<file path="src/rtl/lbp_th_pkg.sv">
`timescale 1ns / 1ps

package lbp_th_pkg;

   localparam int PIXEL_W            = 8;
   localparam int CODE_W             = 8;
   localparam int COORD_W            = 10;
   localparam int HIST_BINS          = 16;
   localparam int BIN_W              = 4;
   localparam int COUNT_W            = 21;
   localparam int CSR_INDEX_W        = 2;
   localparam int CSR_DATA_W         = 11;
   localparam int REQ_DATA_W         = 8;
   localparam int QUEUE_DEPTH        = 4;
   localparam int QPTR_W             = 2;
   localparam int QCOUNT_W           = 3;
   localparam int MIN_SIZE           = 3;
   localparam int FRAME_WIDTH_RESET  = 1024;
   localparam int FRAME_HEIGHT_RESET = 1024;

   localparam logic [COUNT_W-1:0]     COUNT_MAX        = {COUNT_W{1'b1}};
   localparam logic [CSR_INDEX_W-1:0] REG_FRAME_WIDTH  = 2'd0;
   localparam logic [CSR_INDEX_W-1:0] REG_FRAME_HEIGHT = 2'd1;

   typedef logic [PIXEL_W-1:0] pixel_type;
   typedef logic [CODE_W-1:0]  code_type;
   typedef logic [COORD_W-1:0] coord_type;
   typedef logic [BIN_W-1:0]   bin_type;
   typedef logic [COUNT_W-1:0] count_type;

   localparam bin_type BIN_LAST = bin_type'(HIST_BINS - 1);

   // One classified pixel on its way from the window logic to the histogram.
   typedef struct packed {
      pixel_type pixel;
      logic      border;
      logic      has_code;
      code_type  code;
      coord_type center_row;
      coord_type center_col;
      logic      frame_end;
   } token_type;

   typedef struct packed {
      logic [2:0] pad;
      count_type  bin_count;
      bin_type    bin;
      coord_type  center_col;
      coord_type  center_row;
      code_type   code;
   } rsp_data_type;

   localparam int RSP_DATA_W = $bits(rsp_data_type);

   function automatic int clamp_last(input int size, input int hi);
      int v;
      v = size;
      if (v < MIN_SIZE) begin
         v = MIN_SIZE;
      end else if (v > hi) begin
         v = hi;
      end
      return v - 1;
   endfunction

   function automatic bin_type value_bin(input pixel_type v);
      return v[PIXEL_W-1 -: BIN_W];
   endfunction

endpackage

</file>
<file path="src/rtl/lbp_th_queue.sv">
`timescale 1ns / 1ps

module lbp_th_queue (
   input  logic                  clock,
   input  logic                  reset,
   input  logic                  restart,
   input  logic                  push_valid,
   output logic                  push_ready,
   input  lbp_th_pkg::token_type push_entry,
   output logic                  pop_valid,
   input  logic                  pop_ready,
   output lbp_th_pkg::token_type pop_entry
);

   lbp_th_pkg::token_type mem_ff [lbp_th_pkg::QUEUE_DEPTH];

   logic [lbp_th_pkg::QPTR_W-1:0]   head_ff, head_in, tail_ff, tail_in;
   logic [lbp_th_pkg::QCOUNT_W-1:0] count_ff, count_in;
   logic                            push, pop;

   assign push_ready = (count_ff != lbp_th_pkg::QCOUNT_W'(lbp_th_pkg::QUEUE_DEPTH));
   assign pop_valid  = (count_ff != '0);
   assign push       = push_valid && push_ready;
   assign pop        = pop_valid && pop_ready;
   assign pop_entry  = mem_ff[head_ff];

   always_comb begin
      head_in  = head_ff;
      tail_in  = tail_ff;
      count_in = count_ff;
      if (restart) begin
         head_in  = '0;
         tail_in  = '0;
         count_in = '0;
      end else begin
         if (push) begin
            tail_in = tail_ff + 1'b1;
         end
         if (pop) begin
            head_in = head_ff + 1'b1;
         end
         if (push && !pop) begin
            count_in = count_ff + 1'b1;
         end else if (pop && !push) begin
            count_in = count_ff - 1'b1;
         end
      end
   end

   always_ff @(posedge clock) begin
      if (reset) begin
         head_ff  <= '0;
         tail_ff  <= '0;
         count_ff <= '0;
      end else begin
         head_ff  <= head_in;
         tail_ff  <= tail_in;
         count_ff <= count_in;
      end
   end

   always_ff @(posedge clock) begin
      if (push) begin
         mem_ff[tail_ff] <= push_entry;
      end
   end

endmodule

</file>
<file path="config.mk">
export PLATFORM = sky130hd
export DESIGN_NAME = lbp_th_queue
export DESIGN_NICKNAME = d
export VERILOG_FILES = /design/src/rtl/lbp_th_pkg.sv /design/src/rtl/lbp_th_queue.sv
export SDC_FILE = /design/constraint.sdc
export NUM_CORES = 1
export LEC_CHECK = 0
export BUFFER_PORTS_ARGS = -buffer_cell sky130_fd_sc_hd__buf_2
export CAP_MARGIN = 20
export CORE_MARGIN = 3
export CORE_UTILIZATION = 37
export DETAILED_ROUTE_END_ITERATION = 6
export PLACE_DENSITY = 0.58
export SYNTH_ARGS = -nofsm -noshare
export SYNTH_HDL_FRONTEND = slang
export SYNTH_SLANG_ARGS = --single-unit
</file>
<file path="constraint.sdc">
create_clock -name clock -period 2.6 [get_ports clock]
set_input_delay 0.13 -clock clock [delete_from_list [all_inputs] [get_ports clock]]
set_output_delay 0.13 -clock clock [all_outputs]
set_load 0.1 [all_outputs]
</file>
After elaboration in Yosys (flattened, before gate mapping)

Memory sizes are Yosys's and may differ from the RTL's. A register that Yosys moved wholly into a read port is not among the register bits.
Index checks and enable logic that the tools add are counted.
Widths: inputs -> output; s select.

Reduce and logical (&&, ||, !) cells: 9
Equal/unequal tests: 1
Muxes and demuxes: 6
Add/sub/neg operators: 4

Operator list:

| operator            | count |
|---|---|
| $mux 3              | 2 |
| $add 2x1->2 const B | 2 |
| $logic_and 1x1->1   | 4 |
| $mux 2              | 2 |
| $add 3x1->3 const B | 1 |
| $ne 3x3->1 const B  | 1 |
| $reduce_bool 3->1   | 1 |
| $sub 3x1->3 const B | 1 |
| $logic_not 1->1     | 2 |
| $mux 1              | 2 |
| $reduce_bool 2->1   | 1 |
| $reduce_or 2->1     | 1 |

Bits of input ports: 44
Bits in writable memories: 156
Word-level logic and storage cells: 24
Output and inout port bits: 41
Register bits: 7
Memories kept: 1

Memories:

| memory | words | width | rd ports | clocked after Yosys merged registers in | wr ports | RTL line           | source |
|---|---|---|---|---|---|---|---|
| mem_ff | 4     | 39    | 1        | 1                                       | 1        | lbp_th_queue.sv:15 | `lbp_th_pkg::token_type mem_ff [lbp_th_pkg::QUEUE_DEPTH];` |

Depth between registers and ports, before layout

Depth in word-level cells: 6
Depth in mapped cells: 9
Depth with buffers taken out: 8

Worst setup path before layout

No wires, ideal clock.

Path kind: register -> register
From: register count_ff[0] (netlist bit)
To: register count_ff[2] (netlist bit)
Required time: 2530 ps
Data arrival time: 2252 ps
Path buffers: 1
Path slack: 278 ps
Stages on the path, launching flop included: 10
Path through: dfxtp_1 -> or3b_1 -> buf_6 -> and2_4 -> ha_1 -> inv_1 -> fa_1 -> xor2_1 -> or3_2 -> a21oi_1

Word-level cells in the longest chain between the ends: 5
Elaborated cells between the ends (all ways): 13

RTL lines:

| item                        | RTL line           | source |
|---|---|---|
| from (decl)                 | lbp_th_queue.sv:18 | `logic [lbp_th_pkg::QCOUNT_W-1:0] count_ff, count_in;` |
| from (signal assigned)      | lbp_th_queue.sv:58 | `count_ff <= count_in;` |
| $ne 3x3->1 (*)              | lbp_th_queue.sv:21 | `assign push_ready = (count_ff != lbp_th_pkg::QCOUNT_W'(lbp_th_pkg::QUEUE_DEPTH));` |
| via push_ready              | lbp_th_queue.sv:8  | `output logic push_ready,` |
| $logic_and 1x1->1 (*)       | lbp_th_queue.sv:23 | `assign push = push_valid && push_ready;` |
| via push                    | lbp_th_queue.sv:19 | `logic push, pop;` |
| $logic_not 1->1             | lbp_th_queue.sv:44 | `end else if (pop && !push) begin` |
| $logic_and 1x1->1           | lbp_th_queue.sv:44 |  |
| $reduce_bool 2->1 (no line) | -                  |  |

Mark *: on every way through the listed nets, which the timed path passes. The rest lies on a longest branch. The select of a mux whose other input is x is not followed.
A chain may end at the register's enable or synchronous reset.

Worst setup path after layout

From: register count_ff[0] (netlist bit)
To: register count_ff[2] (netlist bit)

Word-level cells in the longest chain between the ends: 5
Elaborated cells between the ends (all ways): 13

RTL lines:

| item                        | RTL line |
|---|---|
| $ne 3x3->1 (*)              | lbp_th_queue.sv:21 |
| $logic_and 1x1->1 (*)       | lbp_th_queue.sv:23 |
| via push                    | lbp_th_queue.sv:19 |
| $logic_not 1->1             | lbp_th_queue.sv:44 |
| $logic_and 1x1->1           | lbp_th_queue.sv:44 |
| $reduce_bool 2->1 (no line) | - |

Marks and branches as above.

==> flow_summary.ini <==
[worst_setup_path]
worst-setup-path-type = flip-flop to flip-flop
cp-end-kind = flip-flop
start_kind = flip-flop
path_max_fanout = 8
crit_arrival_ns = 2.69
reg2reg_from = count_ff[0]
cp-startpoint = count_ff[0]
critical_path_required_ns = 2.95

[sta]
worstMarginPinSlew_ns = 1.071
clock.fmax_mhz = 427.8
setup_viol = 0
fin_crit_sh = 0.8991
slew_violations = 0
finalSetupTns_ns = 0
relSlewSlack = 0.2860
period_minus_slack_ns = 2.338
hold_viol_final = 0
rsz0062_at_grt = false
skew_ns = 0.01076

[logic_synthesis]
postSynthAreaPerCell_um2 = 24.17
synth_edf_count = 156
ys_seq_area_frac = 0.7987
yosysWarnings = 0
synth_top_flop_cell = edfxtp_1
syn-instance-count = 252
synth_nets = 302
netlist_area_um2 = 6091
synth_seq_cells = 165
synthArstFlopShare = 0
synth_top_area_share = 0.7691
yosys.area.top_type = edfxtp_1
netlist_top_cells_area = edfxtp_1 77%, mux4_2 14%, dfxtp_1 3.0%, ha_1 1.0%, xor2_1 0.58%
synthDistinctLibCells = 26

[layout]
multi_input_area_um2 = 1157
areaGrowthSynthToFinish_pct = 28.43
layout_commonest_cell = edfxtp_1
diodes = 0
nets = 441
fill_cells = 1349
most-common-layout-cells = 156 x edfxtp_1, 84 x buf_2, 41 x dlygate4sd3_1
drive_gt1_frac = 0.4109
seq_area_um2 = 4870
final_area_um2 = 7823

[drt]
routedWlPerCell_um = 17.87
ant_nets = 0
vias_per_cell = 4.753
vias = 2947
wirelength_mm = 11.08
drc = 0
firstDrtPassIters = 5
first_iter_violations = 139

[power]
power.switching_mw = 1.687
netSwitchingFraction = 0.2631
ir_drop_uv = 436.1
leakagePower_nw = 2.671
pwr-share-clk = 0.378
power.density_nw_per_um2 = 819.8
p_int_mw = 4.726
p_comb_frac = 0.148
pwr-share-seq = 0.474

[floorplanning]
die_w_um = 134.3
coreArea_um2 = 16000
die_h_um = 134.3
num_rows = 46
io_pins = 85
start_util = 0.3807
dieArea_um2 = 18040

[clock_network]
cts.sinks = 165
clock_path_buffers = 2
cts-root-buf = clkbuf_16
clock_latency_ns = 0.42
clkSlewWorstSetupHoldPaths_ns = 0.06
cts_max_level = 4
cts_setup_buffers = 0
cts_tree = done
cts_buffers = 17

[placement]
port_buffers = 84
placed_area_um2 = 6769
dp_hpwl_mm = 6.376
gp_congestion = 0.6791

[flow_run]
maxCapViolations = 0

[global_route]
grt_pass1_wl_mm = 17.46
grt_pass1_vias = 3251
gr-usage-all-layers = 0.1304
grt_max_degree = 40
antenna_found_initial = 0
grt-ovfl-total = 0

[outcome]
status = completed

[hold_path]
worstHoldStart = push_valid
hold_class = input port to flip-flop
stage by stage:
step                hold slack (ns)  setup slack, ns  std cells  total power, mW    util
finish                      0.04875           0.2623        620            6.413  0.4889
global route                0.05203           0.1013        620            6.654  0.4889
CTS                         0.02146           0.2391        617            6.477  0.4851
detailed placement           0.3462           0.2532        544            4.002  0.4231
global placement             0.3428           0.3811        544            3.984  0.4231
floorplan                    0.2289           0.2778        252            3.826       -
cells by family (layout without fill, tap and decap cells):
logic type | count (synthesis) | count (layout) | share of synthesized area
xor+xnor | 4 | 4 | 0.005751
compound gates | 6 | 6 | 0.007188
simple gates | 18 | 18 | 0.01767
buf+inv | 13 | 165 | 0.01130
mux | 40 | 40 | 0.1459
fa+ha+maj | 6 | 6 | 0.01356
flops | 165 | 165 | 0.7987
layer usage:
layer / wire length (µm) / track usage
met3: 595 / 0.04689
met2: 5468 / 0.2123
met1: 4892 / 0.1647
met4: 121 / 0.04072
met5: 0 / 0
path summary, 6_finish.rpt:
kind / cells past startpoint / slack, ns / endpoint
min reg2reg: 2 / 0.51 / tail_ff[0]
min: 3 / 0.05 / tail_ff[0]
max: 8 / 0.26 / count_ff[2]
max reg2reg: 8 / 0.26 / count_ff[2]
state kept, by name, indices dropped and copies added, names as in the netlist, named ones only:
| name | flops |
|---|---|
| mem_ff | 156 |
| count_ff | 3 |
| head_ff | 2 |
| tail_ff | 2 |
critical path, stage by stage, from the launching register on:
cell and delay [ns]:
dfxtp_1 0.44, or3b_1 0.28, and2_4 0.20, ha_1 0.18, inv_1 0.06, fa_1 0.38
xor2_1 0.18, or3_2 0.40, a21oi_1 0.15
Yosys cell counts, types with 2 or more instances:
cell type / count
buf_4: 2
nand4_1: 2
buf_2: 4
edfxtp_1: 156
ha_1: 5
inv_1: 3
clkbuf_1: 3
nor2_1: 6
dfxtp_1: 9
and3_2: 4
mux4_2: 39
xor2_1: 4
or3_2: 2
area by class of cell:
class | instances | area share
Sequential cell | 165 | 0.6225
Inverter | 3 | 0.001440
Clock inverter | 6 | 0.007837
Multi-Input combinational cell | 74 | 0.1480
Clock buffer | 26 | 0.06670
Tap cell | 216 | 0.03455
Timing Repair Buffer | 130 | 0.1190
power groups by stage:
stage | sequential, mW | clock [mW] | combinational, mW
6_report | 3.04 | 2.42 | 0.948
5_1_grt | 3.05 | 2.61 | 0.992
4_1_cts | 3.04 | 2.48 | 0.951
3_5_place_dp | 3.10 | 0 | 0.902
3_3_place_gp | 3.09 | 0 | 0.891
2_1_floorplan | 3.08 | 0 | 0.745
repair_timing:
item,in CTS,in global routing
resized for setup,0,0
endpoints found under the hold margin,157,0
hold buffers,41,0
No activity file was read; power rests on OpenSTA's default activity.
