`src/rtl/lbp_th_pkg.sv`:
```
`timescale 1ns / 1ps

package lbp_th_pkg;

   localparam int PIXEL_W            = 8;
   localparam int CODE_W             = 8;
   localparam int COORD_W            = 10;
   localparam int HIST_BINS          = 16;
   localparam int BIN_W              = 4;
   localparam int COUNT_W            = 21;
   localparam int CSR_INDEX_W        = 2;
   localparam int CSR_DATA_W         = 11;
   localparam int REQ_DATA_W         = 8;
   localparam int QUEUE_DEPTH        = 4;
   localparam int QPTR_W             = 2;
   localparam int QCOUNT_W           = 3;
   localparam int MIN_SIZE           = 3;
   localparam int FRAME_WIDTH_RESET  = 1024;
   localparam int FRAME_HEIGHT_RESET = 1024;

   localparam logic [COUNT_W-1:0]     COUNT_MAX        = {COUNT_W{1'b1}};
   localparam logic [CSR_INDEX_W-1:0] REG_FRAME_WIDTH  = 2'd0;
   localparam logic [CSR_INDEX_W-1:0] REG_FRAME_HEIGHT = 2'd1;

   typedef logic [PIXEL_W-1:0] pixel_type;
   typedef logic [CODE_W-1:0]  code_type;
   typedef logic [COORD_W-1:0] coord_type;
   typedef logic [BIN_W-1:0]   bin_type;
   typedef logic [COUNT_W-1:0] count_type;

   localparam bin_type BIN_LAST = bin_type'(HIST_BINS - 1);

   // One classified pixel on its way from the window logic to the histogram.
   typedef struct packed {
      pixel_type pixel;
      logic      border;
      logic      has_code;
      code_type  code;
      coord_type center_row;
      coord_type center_col;
      logic      frame_end;
   } token_type;

   typedef struct packed {
      logic [2:0] pad;
      count_type  bin_count;
      bin_type    bin;
      coord_type  center_col;
      coord_type  center_row;
      code_type   code;
   } rsp_data_type;

   localparam int RSP_DATA_W = $bits(rsp_data_type);

   function automatic int clamp_last(input int size, input int hi);
      int v;
      v = size;
      if (v < MIN_SIZE) begin
         v = MIN_SIZE;
      end else if (v > hi) begin
         v = hi;
      end
      return v - 1;
   endfunction

   function automatic bin_type value_bin(input pixel_type v);
      return v[PIXEL_W-1 -: BIN_W];
   endfunction

endpackage

```
`src/rtl/lbp_th_back.sv`:
```
`timescale 1ns / 1ps

module lbp_th_back (
   input  logic                     clock,
   input  logic                     reset,
   input  logic                     restart,
   input  logic                     in_valid,
   output logic                     in_ready,
   input  lbp_th_pkg::token_type    in_entry,
   output logic                     rsp_tvalid,
   input  logic                     rsp_tready,
   output lbp_th_pkg::rsp_data_type rsp_tdata,
   output logic                     rsp_tuser,
   output logic                     rsp_tlast
);

   localparam logic ST_RUN  = 1'b0;
   localparam logic ST_DUMP = 1'b1;
   localparam int   SUM_W   = lbp_th_pkg::COUNT_W + 1;

   logic                state_ff, state_in;
   lbp_th_pkg::bin_type bin_ff, bin_in;

   lbp_th_pkg::count_type hist_ff [lbp_th_pkg::HIST_BINS];
   lbp_th_pkg::count_type hist_in [lbp_th_pkg::HIST_BINS];

   logic                     rsp_valid_ff, rsp_valid_in;
   lbp_th_pkg::rsp_data_type rsp_data_ff, rsp_data_in;
   logic                     rsp_kind_ff, rsp_kind_in;
   logic                     rsp_last_ff, rsp_last_in;
   logic                     rsp_load;

   lbp_th_pkg::bin_type px_bin, code_bin;
   logic                out_free, pop, dump_load, dump_done, hit_a, hit_b;
   logic [1:0]          inc;
   logic [SUM_W-1:0]    sum;

   assign out_free  = !rsp_valid_ff || rsp_tready;
   assign in_ready  = (state_ff == ST_RUN) && (!in_entry.has_code || out_free);
   assign pop       = in_valid && in_ready;
   assign dump_load = (state_ff == ST_DUMP) && out_free;
   assign dump_done = dump_load && (bin_ff == lbp_th_pkg::BIN_LAST);
   assign px_bin    = lbp_th_pkg::value_bin(in_entry.pixel);
   assign code_bin  = lbp_th_pkg::value_bin(in_entry.code);

   always_comb begin
      state_in = state_ff;
      bin_in   = bin_ff;
      if (restart) begin
         state_in = ST_RUN;
         bin_in   = '0;
      end else begin
         case (state_ff)
            ST_RUN: begin
               if (pop && in_entry.frame_end) begin
                  state_in = ST_DUMP;
                  bin_in   = '0;
               end
            end
            ST_DUMP: begin
               if (dump_load) begin
                  bin_in = bin_ff + 1'b1;
               end
               if (dump_done) begin
                  state_in = ST_RUN;
               end
            end
            default: begin
               state_in = ST_RUN;
            end
         endcase
      end
   end

   // Each bin may take one border value and one code from the same queue entry.
   always_comb begin
      hit_a = 1'b0;
      hit_b = 1'b0;
      inc   = '0;
      sum   = '0;
      for (int i = 0; i < lbp_th_pkg::HIST_BINS; i++) begin
         hit_a = pop && in_entry.border && (px_bin == lbp_th_pkg::bin_type'(i));
         hit_b = pop && in_entry.has_code && (code_bin == lbp_th_pkg::bin_type'(i));
         inc   = {1'b0, hit_a} + {1'b0, hit_b};
         sum   = {1'b0, hist_ff[i]} + SUM_W'(inc);
         if (restart || dump_done) begin
            hist_in[i] = '0;
         end else if (sum > {1'b0, lbp_th_pkg::COUNT_MAX}) begin
            hist_in[i] = lbp_th_pkg::COUNT_MAX;
         end else begin
            hist_in[i] = sum[lbp_th_pkg::COUNT_W-1:0];
         end
      end
   end

   always_comb begin
      rsp_valid_in = rsp_valid_ff;
      rsp_load     = 1'b0;
      rsp_data_in  = '0;
      rsp_kind_in  = 1'b0;
      rsp_last_in  = 1'b0;
      if (out_free) begin
         rsp_valid_in = 1'b0;
      end
      if (pop && in_entry.has_code) begin
         rsp_valid_in           = 1'b1;
         rsp_load               = 1'b1;
         rsp_data_in.code       = in_entry.code;
         rsp_data_in.center_row = in_entry.center_row;
         rsp_data_in.center_col = in_entry.center_col;
      end else if (dump_load) begin
         rsp_valid_in          = 1'b1;
         rsp_load              = 1'b1;
         rsp_kind_in           = 1'b1;
         rsp_data_in.bin       = bin_ff;
         rsp_data_in.bin_count = hist_ff[bin_ff];
         rsp_last_in           = (bin_ff == lbp_th_pkg::BIN_LAST);
      end
      if (restart) begin
         rsp_valid_in = 1'b0;
      end
   end

   always_ff @(posedge clock) begin
      if (reset) begin
         state_ff     <= ST_RUN;
         bin_ff       <= '0;
         rsp_valid_ff <= 1'b0;
         for (int i = 0; i < lbp_th_pkg::HIST_BINS; i++) begin
            hist_ff[i] <= '0;
         end
      end else begin
         state_ff     <= state_in;
         bin_ff       <= bin_in;
         rsp_valid_ff <= rsp_valid_in;
         for (int i = 0; i < lbp_th_pkg::HIST_BINS; i++) begin
            hist_ff[i] <= hist_in[i];
         end
      end
   end

   always_ff @(posedge clock) begin
      if (rsp_load) begin
         rsp_data_ff <= rsp_data_in;
         rsp_kind_ff <= rsp_kind_in;
         rsp_last_ff <= rsp_last_in;
      end
   end

   assign rsp_tvalid = rsp_valid_ff;
   assign rsp_tdata  = rsp_data_ff;
   assign rsp_tuser  = rsp_kind_ff;
   assign rsp_tlast  = rsp_last_ff;

endmodule

```
`config.mk`:
```
export PLATFORM = sky130hd
export DESIGN_NAME = lbp_th_back
export DESIGN_NICKNAME = d
export VERILOG_FILES = /design/src/rtl/lbp_th_pkg.sv /design/src/rtl/lbp_th_back.sv
export SDC_FILE = /design/constraint.sdc
export NUM_CORES = 1
export LEC_CHECK = 0
export ABC_AREA = 1
export CAP_MARGIN = 20
export CORE_MARGIN = 2
export CORE_UTILIZATION = 28
export DETAILED_ROUTE_END_ITERATION = 12
export DONT_BUFFER_PORTS = 1
export PLACE_DENSITY_LB_ADDON = 0.1
export SLEW_MARGIN = 20
export SYNTH_ARGS = -nofsm -noshare
export SYNTH_HDL_FRONTEND = slang
export SYNTH_SLANG_ARGS = --single-unit
```
`constraint.sdc`:
```
create_clock -name clock -period 3.6 [get_ports clock]
set_clock_uncertainty 0.05 [all_clocks]
set_input_delay 1.08 -clock clock [delete_from_list [all_inputs] [get_ports clock]]
set_output_delay 1.08 -clock clock [all_outputs]
set_load 0.02 [all_outputs]
```
# Word-level counts from Yosys, hierarchy flattened
# Memories as Yosys holds them, arrays and structs flattened. A register that Yosys moved wholly into a read port is not among the register bits.
# Index checks and enable logic that the tools add are counted.
# op_classes
reduce_logical	50
n_bitwise	18
n_lt_le_gt_ge	16
n_addsub	33
mux	62
div	0
shift	0
multipliers	0
eq_ne	33
# ops
cell	count
21-bit 2-to-1 mux	48
21-bit by 2-bit adder with 22-bit output	16
22-bit by 21-bit > comparator with 1-bit output (second input constant)	16
4-bit equality test (second input constant)	17
1-bit logical AND	39
1-bit by 1-bit adder with 2-bit output	16
4-bit by 3-bit equality test with 1-bit output (second input constant)	8
4-bit by 2-bit equality test with 1-bit output (second input constant)	4
1-bit OR	16
1-bit 2-to-1 mux	10
4-bit by 1-bit equality test with 1-bit output (second input constant)	2
4-bit logical NOT	2
4-bit 2-to-1 mux	2
4-bit one-hot mux with 2 select lines	1
4-bit by 1-bit adder with 4-bit output (second input constant)	1
2-bit by 1-bit inequality test with 1-bit output (second input constant)	2
2-bit OR reduction	2
1-bit logical OR	3
3-bit nonzero test	1
1-bit logical NOT	2
1-bit inverter	2
1-bit one-hot mux with 2 select lines	1
2-bit AND reduction	1
# word_totals
n_memories	1
ramBits	336
latch_bits	0
inputBits	44
reg_bits	40
output_inout_bits	60
mem_bits_ro	0
wordCells	222
# mem_list
memory	words	width	rd	rd_clocked_by_memory_dff	wr	line_no	rtl
hist_ff	16	21	17	1	16	lbp_th_back.sv:24	lbp_th_pkg::count_type hist_ff [lbp_th_pkg::HIST_BINS];

# Depth between registers and ports, before layout
# logic_depth
ltp_word	13
mapped_depth	19
ltp_nobuf	19

# Worst setup path after synthesis
# OpenSTA, ideal clock, no wires.
# synth_path
path_type	in2reg
from	input rsp_tready
to	memory hist_ff[0][20] (netlist name)
n_path_buf	0
setup_ns	0.110
required_ns	3.440
arrival_time_ns	3.511
path_stages	19
slack_ns	-0.071
path_cell_list	inv_1 > nand3_1 > nand2_1 > inv_1 > nand3_1 > nor3_1 > nand2_1 > fa_1 > inv_1 > ha_1 > nand3_1 > nor2_1 > nand2_1 > nor2_1 > nand2_1 > nand2_1 > nand3_1 > nand2_1 > inv_1
# synth_lines
element	line_no	rtl
from (decl)	lbp_th_back.sv:11	input logic rsp_tready,
to (decl)	lbp_th_back.sv:24	

==> impl_metrics.json <==
{
  "fmax_ghz": 0.309,
  "p_comb_frac": 0.031,
  "synth-async-reset-ratio": 0,
  "place_congestion": 0.845,
  "clockPowerShare": 0.515,
  "wl_per_cell_um": 17.6,
  "netSwitchingFraction": 0.242,
  "p_leak_uw": 0.0100,
  "numPortBuffers": 0,
  "r2r-start": "state_ff$_SDFF_PP0_",
  "clk_path_buf_depth": 3,
  "root_buffer": "clkbuf_16",
  "grt_usage": 0.190,
  "grt_max_degree": 102,
  "dp_hpwl_um": 61200,
  "critPathKind": "input pin to flip-flop",
  "cts_sinks": 397,
  "synth_area_um2": 23300,
  "clk_pin_slew_worst_paths_ns": 0.06,
  "grt_pass1_vias": 21000,
  "p_int_uw": 7720,
  "die_area_um2": 85400,
  "slew_violations": 0,
  "critPathLaunch": "rsp_tready",
  "io_pins": 104,
  "synth.avg_cell_area_um2": 6.88,
  "num_rows": 105,
  "worst_ep_arrival_time_ns": 3.68,
  "die_height_um": 292,
  "cts-buffers-inserted": 51,
  "synthDistinctLibCells": 43,
  "drt_iter0_markers": 1358,
  "min-delay-start": "hist_ff[13][14]$_SDFF_PP0_",
  "ys_warn_count": 0,
  "seqPwrFrac": 0.454,
  "chipWidth_um": 292,
  "synth_top_area_share": 0.294,
  "yosysSeqAreaShare": 0.365,
  "endpoint_kind": "flip-flop",
  "dpl.cell_count": 4553,
  "synthTopCellsByArea": "dfxtp_1 29%, nand2_1 13%, nor2_1 7.5%",
  "wirelength_um": 82000,
  "hold_path.class": "flip-flop to flip-flop",
  "vias": 21700,
  "synthTopCellsByCount": "796 x nand2_1, 464 x nor2_1, 352 x inv_1, 342 x dfxtp_1, 316 x a21oi_1",
  "drive_gt1_frac": 0.113,
  "grt_overflow": 0,
  "ant_nets": 0,
  "antenna_cells": 0,
  "syn_to_final_growth_pct": 18.7,
  "status": "completed",
  "switching_power_uw": 2460,
  "synth_edf_count": 55,
  "vias_per_cell": 4.67,
  "ys_ff_latch": 397,
  "start_util": 0.283,
  "clk_latency_ns": 0.60,
  "finalSetupTns_ns": 0,
  "hold_buffers": 0,
  "h-tree-depth": 2,
  "power_uw": 10200,
  "fin_nets": 3613,
  "worst_setup_path_start_kind": "input pin",
  "crit_fanout": 7,
  "ys.flop_type": "dfxtp_1",
  "grt_antenna_before_repair": 0,
  "setup_viol": 0,
  "max-slew-margin-rel": 0.639,
  "grt_pass1_wl_um": 126000,
  "synth_most_common_cell": "nand2_1",
  "fin_crit_sh": 0.900,
  "drcViolationCount": 0,
  "synth_top_area_cell": "dfxtp_1",
  "finalHoldViolCount": 0,
  "worst_slew_pin_slew_ns": 0.539,
  "drt_pass1_iterations": 7,
  "cts_tree": "done",
  "core_area_um2": 82100,
  "synth_cells": 3378,
  "max_cap_viol_count": 0,
  "ir_worst_vdd_uv": 360,
  "cp.required_ns": 4.04,
  "rsz0062_at_grt": "no",
  "fin_crit_ns": 3.24,
  "stdcell_count": 4647,
  "powerDensity_nw_per_um2": 369
}
metrics by stage:
stage / util / area, um^2 / setup slack, ns / hold WS (ns)
after floorplan: - / 23300 / -0.0488 / 0.422
after global placement: 0.316 / 25900 / -0.289 / 0.455
after detailed placement: 0.316 / 25900 / -0.356 / 0.456
after CTS: 0.336 / 27600 / 0.277 / 0.465
after global routing: 0.336 / 27600 / 0.0725 / 0.499
final: 0.336 / 27600 / 0.361 / 0.463
sequential cells by signal (all words and copies together), names as in the netlist:
signal / flops
rsp_tlast: 1
bin_ff: 4
rsp_tuser: 1
hist_ff: 336
rsp_tdata: 53
rsp_tvalid: 1
state_ff: 1
cells by family after synthesis:
kind of cell | after synthesis | synth area share
simple gates | 1687 | 0.310
compound gates | 570 | 0.137
buf+inv | 492 | 0.0908
flops | 397 | 0.365
xor+xnor | 198 | 0.0746
fa+ha+maj | 33 | 0.0229
other cells | 1 | 0.000161
worst max-delay path, cell delays in order:
cell	delay, ns
inv_1	0.03
nand3_1	0.08
nand2_1	0.05
inv_1	0.10
nand3_2	0.18
nor3_1	0.25
buf_4	0.21
nand2_1	0.08
fa_1	0.48
inv_1	0.12
ha_1	0.16
nand3_1	0.13
nor2_1	0.29
and2_1	0.22
xor2_1	0.15
a21oi_1	0.07
cells in the final DEF, fill, tap and decap left out, types with 4 or more instances in the layout:
cell type / instances
a21oi_2: 29
nand3_2: 4
nand3b_1: 10
inv_1: 352
clkinv_2: 11
fa_1: 16
bufinv_16: 5
clkbuf_1: 15
buf_4: 216
o21ai_0: 137
nor2_1: 464
nand2_1: 795
ha_1: 17
nor2_4: 13
xor2_1: 151
clkbuf_16: 53
buf_12: 22
nor2_2: 18
o21bai_1: 8
nand4_1: 31
nor3_1: 37
xnor2_1: 47
o211ai_1: 74
nand3_1: 287
clkinv_1: 8
a21oi_1: 316
edfxtp_1: 55
nand2_2: 11
dfxtp_1: 339
area by class of cell:
type / instances / area, um^2
Clock inverter: 23 / 234
Fill cell: 8989 / 54500
Inverter: 357 / 1350
Sequential cell: 397 / 8510
Timing Repair Buffer: 238 / 2060
Multi-Input combinational cell: 2491 / 12700
Tap cell: 1070 / 1340
Clock buffer: 71 / 1420
final timing paths:
| path | depth (start not counted) | endpoint | slack (ns) |
|---|---|---|---|
| max reg2reg | 15 | hist_ff[9][10]$_SDFF_PP0_ | 0.47 |
| min | 2 | hist_ff[13][14]$_SDFF_PP0_ | 0.46 |
| max | 16 | hist_ff[9][10]$_SDFF_PP0_ | 0.36 |
| min reg2reg | 2 | hist_ff[13][14]$_SDFF_PP0_ | 0.46 |
per-layer routing:
metal  global-route usage  vias up  routed length [um]
met5                    0        -                   0
met4               0.0498        0                2030
met3               0.0336       97                4180
met2                0.297      420               35200
met1                0.268     9939               40500
li1                     -    11200                   -
what timing repair did:
action,CTS,global route
resized for setup,0,1
endpoints found under the setup margin,0,6
setup buffers,0,0
power groups by stage:
stage,combinational [uW],sequential [uW],clock (uW)
2_1_floorplan,206,4710,0
3_3_place_gp,322,4720,0
3_5_place_dp,321,4720,0
4_1_cts,322,4620,5420
5_1_grt,348,4620,5580
6_report,319,4620,5250
(Power assumes the default switching activity.)
